## src/rtl/ibc_pkg.sv

```systemverilog
// Shared types and constants for the IMU bias calibration block.
package ibc_pkg;

	localparam int AXIS_W   = 16;
	localparam int GYRO_W   = 9;
	localparam int CORR_W   = 13;
	localparam int CNT_W    = 8;
	localparam int STEP_W   = 6;
	localparam int GRAV_W   = 15;
	localparam int IN_W     = 96;
	localparam int OUT_W    = 80;
	localparam int ADDR_W   = 4;
	localparam int DATA_W   = 32;

	localparam logic [CNT_W-1:0]  COARSE_END = 8'd50;
	localparam logic [CNT_W-1:0]  MID_END    = 8'd100;
	localparam logic [STEP_W-1:0] STEP_COARSE = 6'd50;
	localparam logic [STEP_W-1:0] STEP_MID    = 6'd10;
	localparam logic [STEP_W-1:0] STEP_FINE   = 6'd1;
	localparam logic [GRAV_W-1:0] GRAVITY_RESET = 15'd16384;

	localparam logic [AXIS_W-1:0] WORD_MASK = 16'hfffe;
	localparam logic [AXIS_W-1:0] KEEP_MASK = 16'h0001;

	localparam int DONE_BIT = 75;

	typedef enum logic [1:0] {
		REG_BIAS_X  = 2'd0,
		REG_BIAS_Y  = 2'd1,
		REG_BIAS_Z  = 2'd2,
		REG_GRAVITY = 2'd3
	} reg_idx_t;

	typedef struct packed {
		logic              upd;
		logic [STEP_W-1:0] step;
	} ibc_ctrl_t;

endpackage

```

## src/rtl/imu_bias_calibration.sv

```systemverilog
// Top level of the IMU bias calibration block.
//
// Samples enter on the s_axis channel, one six-axis sample per transfer, and
// each accepted sample yields exactly one result transfer on m_axis carrying
// the three gyro offsets, the three accel offset register words and the done
// flag. The corrections are updated and the result is registered in the same
// cycle the sample is accepted, so a result appears in the cycle after its input
// transfer. One sample per cycle is sustained while the receiver is ready; the
// only storage between the channels is the single result register. The input is
// ready whenever that register is empty or is being emptied in the same cycle, so a
// stalled receiver holds the result and backs the stall up to the sender.
// After SAMPLE_COUNT samples the corrections freeze and every later result
// repeats them with done set. Reset clears the sample count and corrections,
// sets the factory biases to zero and the gravity target to one g (16384).
// The user must make APB port writes of the biases and the gravity target only
// while the block is idle; the block does not enforce it. pready is always high.
module imu_bias_calibration #(
	parameter int SAMPLE_COUNT = 200
) (
	input  logic                         clk,
	input  logic                         arst_n,
	input  logic                         s_axis_tvalid,
	output logic                         s_axis_tready,
	// accel_x, accel_y, accel_z, gyro_x, gyro_y, gyro_z
	input  logic [ibc_pkg::IN_W-1:0]     s_axis_tdata,
	output logic                         m_axis_tvalid,
	input  logic                         m_axis_tready,
	// gyro_offset_x, gyro_offset_y, gyro_offset_z, accel_word_x,
	// accel_word_y, accel_word_z, done_res, zero fill
	output logic [ibc_pkg::OUT_W-1:0]    m_axis_tdata,
	input  logic                         psel,
	input  logic                         penable,
	input  logic                         pwrite,
	input  logic [ibc_pkg::ADDR_W-1:0]   paddr,
	input  logic [ibc_pkg::DATA_W-1:0]   pwdata,
	output logic [ibc_pkg::DATA_W-1:0]   prdata,
	output logic                         pready
);
	import ibc_pkg::*;

	localparam logic [CNT_W-1:0] SAMPLE_LIMIT = CNT_W'(SAMPLE_COUNT);

	logic [AXIS_W-1:0] bias_q [3];
	logic [GRAV_W-1:0] gravity_q;
	logic [CNT_W-1:0]  count_q;
	logic [CNT_W-1:0]  count_d;
	logic              out_valid_q;
	logic [OUT_W-1:0]  out_data_q;
	logic              in_xfer;
	logic              cfg_wr;
	reg_idx_t          cfg_idx;
	ibc_ctrl_t         ctrl;
	logic signed [GYRO_W-1:0] gyro_off [3];
	logic        [AXIS_W-1:0] accel_wd [3];
	logic signed [AXIS_W-1:0] target [3];
	logic              done_d;

	assign pready  = 1'b1;
	assign cfg_wr  = psel && penable && pwrite;
	assign cfg_idx = reg_idx_t'(paddr[3:2]);

	always_ff @(posedge clk or negedge arst_n) begin
		if (!arst_n) begin
			bias_q[0] <= '0;
			bias_q[1] <= '0;
			bias_q[2] <= '0;
			gravity_q <= GRAVITY_RESET;
		end else if (cfg_wr) begin
			case (cfg_idx)
				REG_BIAS_X:  bias_q[0] <= pwdata[AXIS_W-1:0];
				REG_BIAS_Y:  bias_q[1] <= pwdata[AXIS_W-1:0];
				REG_BIAS_Z:  bias_q[2] <= pwdata[AXIS_W-1:0];
				REG_GRAVITY: gravity_q <= pwdata[GRAV_W-1:0];
				default:     gravity_q <= gravity_q;
			endcase
		end
	end

	always_comb begin
		case (cfg_idx)
			REG_BIAS_X:  prdata = {{(DATA_W-AXIS_W){1'b0}}, bias_q[0]};
			REG_BIAS_Y:  prdata = {{(DATA_W-AXIS_W){1'b0}}, bias_q[1]};
			REG_BIAS_Z:  prdata = {{(DATA_W-AXIS_W){1'b0}}, bias_q[2]};
			REG_GRAVITY: prdata = {{(DATA_W-GRAV_W){1'b0}}, gravity_q};
			default:     prdata = '0;
		endcase
	end

	assign s_axis_tready = !out_valid_q || m_axis_tready;
	assign in_xfer       = s_axis_tvalid && s_axis_tready;

	always_comb begin
		ctrl.upd = in_xfer && (count_q < SAMPLE_LIMIT);
		if (count_q < COARSE_END) begin
			ctrl.step = STEP_COARSE;
		end else if (count_q < MID_END) begin
			ctrl.step = STEP_MID;
		end else begin
			ctrl.step = STEP_FINE;
		end
	end

	assign count_d = ctrl.upd ? count_q + 1'b1 : count_q;
	assign done_d  = count_d >= SAMPLE_LIMIT;

	assign target[0] = '0;
	assign target[1] = '0;
	assign target[2] = $signed({1'b0, gravity_q});

	for (genvar i = 0; i < 3; i++) begin : g_axis
		ibc_axis u_axis (
			.clk         (clk),
			.arst_n      (arst_n),
			.ctrl        (ctrl),
			.accel       ($signed(s_axis_tdata[i*AXIS_W +: AXIS_W])),
			.target      (target[i]),
			.gyro        ($signed(s_axis_tdata[(i+3)*AXIS_W +: AXIS_W])),
			.bias        (bias_q[i]),
			.gyro_offset (gyro_off[i]),
			.accel_word  (accel_wd[i])
		);
	end

	always_ff @(posedge clk or negedge arst_n) begin
		if (!arst_n) begin
			count_q     <= '0;
			out_valid_q <= 1'b0;
		end else begin
			count_q <= count_d;
			if (in_xfer) begin
				out_valid_q <= 1'b1;
			end else if (m_axis_tready) begin
				out_valid_q <= 1'b0;
			end
		end
	end

	always_ff @(posedge clk) begin
		if (in_xfer) begin
			out_data_q <= {4'b0, done_d, accel_wd[2], accel_wd[1], accel_wd[0],
				gyro_off[2], gyro_off[1], gyro_off[0]};
		end
	end

	assign m_axis_tvalid = out_valid_q;
	assign m_axis_tdata  = out_data_q;

endmodule

```

## src/rtl/ibc_axis.sv

```systemverilog
// Per-axis correction state and update for one accel and one gyro axis.
module ibc_axis (
	input  logic                           clk,
	input  logic                           arst_n,
	input  ibc_pkg::ibc_ctrl_t             ctrl,
	input  logic signed [ibc_pkg::AXIS_W-1:0] accel,
	input  logic signed [ibc_pkg::AXIS_W-1:0] target,
	input  logic signed [ibc_pkg::AXIS_W-1:0] gyro,
	input  logic        [ibc_pkg::AXIS_W-1:0] bias,
	output logic signed [ibc_pkg::GYRO_W-1:0] gyro_offset,
	output logic        [ibc_pkg::AXIS_W-1:0] accel_word
);
	import ibc_pkg::*;

	logic signed [CORR_W-1:0] accel_corr_q;
	logic signed [CORR_W-1:0] accel_corr_d;
	logic signed [GYRO_W-1:0] gyro_corr_q;
	logic signed [GYRO_W-1:0] gyro_corr_d;
	logic signed [CORR_W-1:0] step_s;
	logic        [AXIS_W-1:0] diff;

	assign step_s = $signed({{(CORR_W-STEP_W){1'b0}}, ctrl.step});

	always_comb begin
		accel_corr_d = accel_corr_q;
		gyro_corr_d  = gyro_corr_q;
		if (ctrl.upd) begin
			if (accel > target) begin
				accel_corr_d = accel_corr_q + step_s;
			end else if (accel < target) begin
				accel_corr_d = accel_corr_q - step_s;
			end
			if (gyro > 16'sd1) begin
				gyro_corr_d = gyro_corr_q - 9'sd1;
			end else if (gyro < -16'sd1) begin
				gyro_corr_d = gyro_corr_q + 9'sd1;
			end
		end
	end

	always_ff @(posedge clk or negedge arst_n) begin
		if (!arst_n) begin
			accel_corr_q <= '0;
			gyro_corr_q  <= '0;
		end else begin
			accel_corr_q <= accel_corr_d;
			gyro_corr_q  <= gyro_corr_d;
		end
	end

	assign diff        = bias - AXIS_W'(accel_corr_d);
	assign accel_word  = (diff & WORD_MASK) | (bias & KEEP_MASK);
	assign gyro_offset = gyro_corr_d;

endmodule

```

## config.mk

```make
export PLATFORM = sky130hd
export DESIGN_NAME = imu_bias_calibration
export DESIGN_NICKNAME = d
export VERILOG_FILES = /design/src/rtl/ibc_pkg.sv /design/src/rtl/imu_bias_calibration.sv /design/src/rtl/ibc_axis.sv
export SDC_FILE = /design/constraint.sdc
export NUM_CORES = 1
export LEC_CHECK = 0
export ABC_AREA = 1
export BUFFER_PORTS_ARGS = -buffer_cell sky130_fd_sc_hd__buf_2
export CORE_ASPECT_RATIO = 1.25
export CORE_MARGIN = 5
export CORE_UTILIZATION = 50
export DETAILED_ROUTE_END_ITERATION = 6
export GPL_TIMING_DRIVEN = 0
export PLACE_DENSITY = 0.83
export SLEW_MARGIN = 20
export SYNTH_ARGS = -nofsm -noshare
export SYNTH_HDL_FRONTEND = slang
export SYNTH_SLANG_ARGS = --single-unit
```

## constraint.sdc

```tcl
create_clock -name clk -period 7.4 [get_ports clk]
set_clock_uncertainty 0.2 [all_clocks]
set_input_delay 0.37 -clock clk [delete_from_list [all_inputs] [get_ports clk]]
set_output_delay 0.37 -clock clk [all_outputs]
set_load 0.02 [all_outputs]
```

# --- Yosys cells after proc, flatten, opt, wreduce, memory -nomap -nowiden ---
# Index checks and enable logic that the tools add are counted.
classes:
  n_eq_ne: 3
  addsub: 16
  order_cmp: 16
  n_reduce_logical: 12
  muxes: 24
  bitwise: 3
op_table:
  columns: ["cell", "n"]
  rows:
  - ["$pmux 32 s4", 1]
  - ["$mux 13", 9]
  - ["$mux 9", 9]
  - ["$lt 16x1->1 const B", 5]
  - ["$gt 16x2->1 const B", 3]
  - ["$or 16x1->16", 3]
  - ["$sub 16x16->16", 3]
  - ["$add 13x7->13", 3]
  - ["$sub 13x7->13", 3]
  - ["$gt 16x1->1 const B", 2]
  - ["$add 9x2->9 const B", 3]
  - ["$sub 9x2->9 const B", 3]
  - ["$gt 16x16->1", 1]
  - ["$lt 16x16->1", 1]
  - ["$add 8x1->8 const B", 1]
  - ["$ge 8x8->1 const B", 1]
  - ["$lt 8x6->1 const B", 1]
  - ["$lt 8x7->1 const B", 1]
  - ["$lt 8x8->1 const B", 1]
  - ["$mux 8", 1]
  - ["$reduce_and 2->1", 4]
  - ["$mux 6", 1]
  - ["$eq 2x2->1 const B", 2]
  - ["$logic_and 1x1->1", 4]
  - ["7 further kinds", 8]
word_totals:
  in_bits: 139
  out_inout_bits: 115
  word_cells: 87
  regBits: 214

# --- Logic depth before layout (Yosys ltp) ---
# Gate-level depths: netlist (run 1).
logic_depth:
  depth_word: 9
  ltp_mapped: 32

# --- By module ---
# Synthesis (run 1) repeated with hierarchy kept, for this count alone.
hier_totals:
  hier_cells: 2228
  area_unflattened_um2: 16992.5
modules_own_cells:
  columns: ["module", "cells_each", "seq_area_each_um2", "n_inst", "area_per_inst_um2"]
  rows:
  - ["imu_bias_calibration", 488, 4085.2, 1, 5885.6]
  - ["ibc_axis at g_axis[1].u_axis", 577, 550.5, 1, 3744.8]
  - ["ibc_axis at g_axis[0].u_axis", 588, 550.5, 1, 3701.0]
  - ["ibc_axis at g_axis[2].u_axis", 575, 550.5, 1, 3661.0]

# --- Least setup slack after synthesis (run 1) ---
# OpenSTA, ideal clock, no wires.
synth_path:
  path_type: "register to register"
  from: "register out_valid_q (netlist: m_axis_tvalid)"
  to: "register out_data_q[73] (netlist: m_axis_tdata[73]), data pin"
  arrival_ns: 7.230
  path_buffers: 4
  path_stages_with_launch: 23
  synth_period_minus_slack_ns: 7.682
  setup_ns: 0.252
  path_slack_ns: -0.282
  t_required_ns: 6.948
  cell_sequence: "dfrtp_1 a21oi_1 and2_1 buf_6 buf_4 buf_2 buf_2 nand2_1 xor2_1 inv_1 ha_1 nand2_1 o21ai_0 a21o_1 a21oi_1 o21ai_0 a31oi_1 nor2_1 nand2_1 nand2_1 nand2_1 nand3_1 nand2_1"
synth_lines:
  columns: ["element", "line", "text"]
  rows:
  - ["start, declared", "imu_bias_calibration.sv:47", "logic out_valid_q;"]
  - ["start signal, assigned", "imu_bias_calibration.sv:127", "out_valid_q <= 1'b0;"]
  - ["start signal, assigned", "imu_bias_calibration.sv:131", "out_valid_q <= 1'b1;"]
  - ["start signal, assigned", "imu_bias_calibration.sv:133", "out_valid_q <= 1'b0;"]
  - ["end signal, assigned", "imu_bias_calibration.sv:140", "out_data_q <= {4'b0, done_d, accel_wd[2], accel_wd[1], accel_wd[0],"]
  - ["end, declared", "imu_bias_calibration.sv:48", "logic [OUT_W-1:0] out_data_q;"]

==> results of run 1 <==
[state kept, by name, summed over array words and instances, names as in the netlist]
signal	cells
count_q	8
g_axis.u_axis.accel_corr_q	39
m_axis_tdata	76
gravity_q	15
m_axis_tvalid	1
bias_q	48
g_axis.u_axis.gyro_corr_q	27
[power by group]
group | internal, mW | switching (mW) | total [mW]
sequential | 1.76 | 0.334 | 2.09
combinational | 1.03 | 1.79 | 2.82
clock | 0.614 | 0.477 | 1.09
[cell usage after synthesis, drive strengths merged (27+ instances only)]
master,instances,area [um^2]
nand3,97,541
xor2,74,648
ha,93,1160
o21ai,115,587
nand4,27,169
inv,239,905
a21oi,80,415
dfrtp,137,3430
nor3,28,160
buf,32,236
edfxtp,76,2280
nand2,458,1830
nor2,107,417
[worst register-to-register path, stage by stage (launching register included)]
cell	delay, ns
dfrtp_1	0.42
a21oi_4	0.52
buf_16	0.26
and2_1	0.19
buf_6	0.20
buf_4	0.26
buf_2	0.39
buf_2	0.44
nand2_1	0.12
xor2_1	0.20
inv_1	0.08
ha_1	0.36
nand2_1	0.06
o21ai_0	0.29
a21o_1	0.17
a21oi_1	0.08
o21ai_0	0.31
a31oi_1	0.21
nor2_1	0.16
nand2_1	0.06
nand2_1	0.11
nand2_1	0.09
nand3_1	0.09
nand2_1	0.09
[per-stage QoR]
step                setup WS, ns  power [mW]  std cells  area, um^2
finish                      1.71        6.00       2351       16500
global route                1.36        6.48       2351       16500
CTS                         1.77        6.02       2351       16500
detailed placement          1.78        4.90       2308       15700
global placement          -0.957        4.80       2303       15600
floorplan                   1.42        4.09       1740       14100
[path summary, 6_finish.rpt]
path | from | to | cells past startpoint
setup / recovery | s_axis_tvalid | m_axis_tdata[73]$_DFFE_PP_ | 26
hold / removal | pwdata[15] | bias_q[15]$_DFFE_PN0P_ | 3
setup reg to reg | m_axis_tvalid$_DFFE_PN0P_ | m_axis_tdata[73]$_DFFE_PP_ | 23
hold reg to reg | g_axis[1].u_axis.gyro_corr_q[8]$_DFF_PN0_ | g_axis[1].u_axis.gyro_corr_q[8]$_DFF_PN0_ | 1
max in group asynchronous | arst_n | gravity_q[14]$_DFFE_PN1P_ | 3
min in group asynchronous | arst_n | g_axis[2].u_axis.gyro_corr_q[7]$_DFF_PN0_ | 2
[routing by layer]
| layer | GRT usage [%] | vias up | wire length, um |
|---|---|---|---|
| met3 | 3.53 | 127 | 2640 |
| met4 | 12.3 | 0 | 2150 |
| li1 | - | 6166 | - |
| met5 | 0 | - | 0 |
| met1 | 29.6 | 5902 | 15300 |
| met2 | 43.6 | 501 | 19000 |
[what timing repair did]
action | CTS | global route
endpoints found under the hold margin | 58 | 0
buffers inserted | 0 | 0
hold buffers | 3 | 0
[cells by family (layout without fill, tap and decap cells)]
group                    after synthesis  in the layout  synth area share [%]
AO/OA/AOI/OAI                        265            265                  11.1
flip-flops                           214            214                  40.9
other                                  2             21                0.0535
AND/OR/NAND/NOR                      752            752                  23.9
XOR/XNOR                              96             96                  6.10
buffers and inverters                292            553                  8.71
multiplexers                           1              1                0.0803
adder cells (fa/ha/maj)               99             99                  9.15
[layout make-up]
class | count | area, um^2
flip-flops and latches | 214 | 5740
repair buffers | 221 | 1220
fillers | 2438 | 11200
clock buffers | 34 | 657
well taps | 350 | 438
multi-input cells | 1234 | 7150
plain buffers | 52 | 314
clock inverters | 6 | 36.3
inverters | 240 | 908
==> impl_metrics.ini, run 1 <==
[die]
start_util_pct = 50.7
dieArea_um2 = 31500
rows = 68
core_area_um2 = 27700
io_pins = 254
die_w_um = 160
die_h_um = 197

[final_layout]
final_util_pct = 59.6
syn_to_final_growth_pct = 17.4
num_antenna_cells = 0
final_common_cell = nand2_1
layout.nets = 2224
drive_above_1_share_pct = 18.5
final_cell_mix = nand2_1 (426), inv_1 (222), buf_2 (218), dfrtp_1 (137), o21ai_0 (107)

[routing]
ant_nets = 0
post_drt_wl_per_cell_um = 16.6
drt-total-wl_um = 39100
initialDrtViolationCount = 804
avgViaCountPerCell = 5.40
vias = 12700
first_pass_iters = 6
drcViolationCount = 0

[synth]
async_reset_ff_share_pct = 64.5
yosysWarnings = 0
synth-edff-count = 76
synthFlopType = dfrtp_1
synth-seq-cells = 214
avgSynthCellArea_um2 = 8.15
synthesis.area_um2 = 14000
ys_types = 63
synth_sequential_area_ratio_pct = 40.9
synthCells = 1721

[clock_tree]
htree_levels = 1
cts_resized = 0
cts_tree = yes
cts-root-buf = clkbuf_16
clock_latency_ns = 0.51
clock-sinks = 214
clk_path_buf_depth = 3
cts_made_buffers = 23
clkTransAtPathRegs_ns = 0.06

[timing]
fmax_ghz = 0.176
slew_viol_final = 0
tightestPinTransition_ns = 0.589
setup_viol = 0
min_period_over_period_pct = 76.9
maxSlewHeadroom_pct = 60.7
fin_crit_ns = 5.69
hold_ws_ns = 0.00672
finalHoldViolCount = 0
fin_setup_tns_ns = 0
rsz0062_at_grt = no

[power]
p_per_area_nw_per_um2 = 364
p_leak_nw = 8.32
peakVddDrop_mv = 0.182

[critical_path]
required_ns = 7.47
reg2reg_slack_ns = 1.78
critPathLaunchType = input pin
end_kind = register
worstSetupPathType = input pin to register
max_stage_delay_ns = 0.53
crit_fanout = 23
critPathArrivalTime_ns = 5.76
critical_path_buf_inv_count = 9
cp_top_family = buffers and inverters
cp_slowest_cell = dlygate4sd3_1
cpMostUsedCell = nand2_1

[min_path]
hold_class = input pin to register

[placement]
gp_congestion = 0.958
dp_hpwl_um = 30800
portBuffers = 213

[flow_run]
maxCapViolCount = 0

[global_route]
grt-ovfl-total = 0
grt_start_max_net_pins = 82
grt_pass1_wl_um = 63700
grt_pass1_vias = 12800
antenna_found_initial = 0
grtUsageTotal_pct = 24.7

[outcome]
status = finished clean
No activity file was read; power rests on OpenSTA's default activity.
==> run 2, diff against run 1 <==
==> constraint.sdc (replaced) <==
create_clock -name clk -period 5.1 [get_ports clk]
set_clock_uncertainty 0.2 [all_clocks]
set_input_delay 0.255 -clock clk [delete_from_list [all_inputs] [get_ports clk]]
set_output_delay 0.255 -clock clk [all_outputs]
set_load 0.02 [all_outputs]
==> impl_metrics.ini, run 2 (synthesis gave the netlist of run 1 again) <==
[final_layout]
postLayoutCellArea_um2 = 16900
finalNonFillerCells = 2375
num_antenna_cells = 0
drive_above_1_share_pct = 19.2
syn_to_final_growth_pct = 20.5
final_cell_mix = nand2_1 (426), inv_1 (221), buf_2 (214), dfrtp_1 (136), o21ai_0 (104)
largest_register_ffs = 76
final_common_cell = nand2_1
layout.nets = 2246

[min_path]
hp-start = s_axis_tdata[79]
hold_class = input pin to register

[critical_path]
critPathArrivalTime_ns = 4.94
startpoint = count_q[2]$_DFF_PN0_
worstSetupPathType = register to register
required_ns = 5.20
crit_fanout = 7
end_kind = register
reg2reg_from = count_q[2]$_DFF_PN0_
critPathLaunchType = register

[clock_tree]
cts-root-buf = clkbuf_16
htree_levels = 1
cts_made_buffers = 23
clock-sinks = 214
clkTransAtPathRegs_ns = 0.06
clock_latency_ns = 0.55
clk_path_buf_depth = 3
cts_tree = yes

[routing]
post_drt_wl_per_cell_um = 16.9
ant_nets = 0
vias = 12800
avgViaCountPerCell = 5.38
drt-total-wl_um = 40100
drcViolationCount = 0
first_pass_iters = 5
initialDrtViolationCount = 945

[global_route]
grtUsageTotal_pct = 24.6
grt_pass1_vias = 12700
grt_pass1_wl_um = 63300
grt-ovfl-total = 0
grt_start_max_net_pins = 84
antenna_found_initial = 0

[timing]
maxSlewHeadroom_pct = 63.3
fmax_ghz = 0.207
min_period_over_period_pct = 94.9
setup_ws_ns = 0.260
finalHoldViolCount = 0
fin_crit_ns = 4.84
fin_setup_tns_ns = 0
slew_viol_final = 0
setup_viol = 0
tightestPinTransition_ns = 0.551

[die]
start_util_pct = 50.7
rows = 68
die_h_um = 197
die_w_um = 160
core_area_um2 = 27700
dieArea_um2 = 31500
io_pins = 254

[power]
p_leak_nw = 8.51
p_per_area_nw_per_um2 = 534
peakVddDrop_mv = 0.272

[placement]
placed_area_um2 = 15800
dp_slack_ns = -0.446
dp_hpwl_um = 31000
portBuffers = 213
gp_congestion = 0.956
dp_cells = 2309

[flow_run]
maxCapViolCount = 0

[outcome]
status = finished clean
run 2: changes by cell type in the layout (fill, tap and decap cells not counted), sizes merged:
cell | previous run | this run
bufinv | 0 | 3
inv | 242 | 241
clkinvlp | 1 | 0
clkinv | 3 | 6
dlygate4sd3 | 3 | 23
run 2: worst max-delay path, cell delays in order, from the launching register on:
cell,delay (ns)
dfrtp_1,0.43
nor3_1,0.34
o21ai_4,0.12
inv_2,0.21
nor2_4,0.07
inv_1,0.17
ha_2,0.35
inv_1,0.18
a31oi_1,0.13
xor2_1,0.16
a22o_1,0.18
a22oi_1,0.28
inv_1,0.08
ha_1,0.36
nand2_1,0.08
nor4_1,0.18
nor2_1,0.12
o21ai_1,0.20
a21oi_1,0.11
o21bai_2,0.17
a21boi_1,0.10
o21ai_2,0.15
nand2_1,0.09
nand3_1,0.07
nand2_1,0.05
run 2: path summary, 6_finish.rpt:
kind | slack (ns) | depth (start not counted) | endpoint
min | 0.02 | 5 | g_axis[1].u_axis.gyro_corr_q[2]$_DFF_PN0_
min reg2reg | 0.28 | 1 | g_axis[1].u_axis.gyro_corr_q[8]$_DFF_PN0_
max | 0.26 | 24 | m_axis_tdata[57]$_DFFE_PP_
max reg2reg | 0.26 | 24 | m_axis_tdata[57]$_DFFE_PP_
min in group asynchronous | 0.04 | 2 | g_axis[2].u_axis.gyro_corr_q[5]$_DFF_PN0_
max in group asynchronous | 3.82 | 3 | bias_q[13]$_DFFE_PN0P_
run 2: timing repair:
action                                 CTS  global route
resized for setup                        5            13
setup buffers                            0             2
hold buffers                            23             0
setup endpoints to repair               16             7
endpoints found under the hold margin  207             0
pin swaps                                0             1
run 2: where the power goes:
part,internal [mW],switching (mW)
logic,1.51,2.61
clock network,1.12,0.727
registers,2.55,0.503
total,5.19,3.84
run 2: through the flow:
step                      utilization [%]  power, mW  hold slack (ns)
after global routing                 61.1       9.67           0.0330
after CTS                            60.9       8.99          0.00725
after floorplan                         -       5.93           -0.241
after detailed placement             57.0       7.09           0.0228
final                                61.1       9.03           0.0245
after global placement               56.5       6.94            0.259
run 2: final cells by class:
cell class / count / area (um^2)
Fill cell: 2368 / 10700
Buffer: 51 / 320
Inverter: 240 / 908
Timing Repair Buffer: 244 / 1470
Clock inverter: 10 / 136
Sequential cell: 214 / 5740
Tap cell: 350 / 438
Clock buffer: 32 / 703
Multi-Input combinational cell: 1234 / 7200
run 2: routing by layer:
metal | up-vias | part of all wire (%) | global-route usage, %
met5 | - | 0 | 0
met3 | 109 | 5.9 | 3.11
met2 | 477 | 51 | 44.4
met1 | 5973 | 39 | 29.1
li1 | 6217 | - | -
met4 | 0 | 4.7 | 11.7
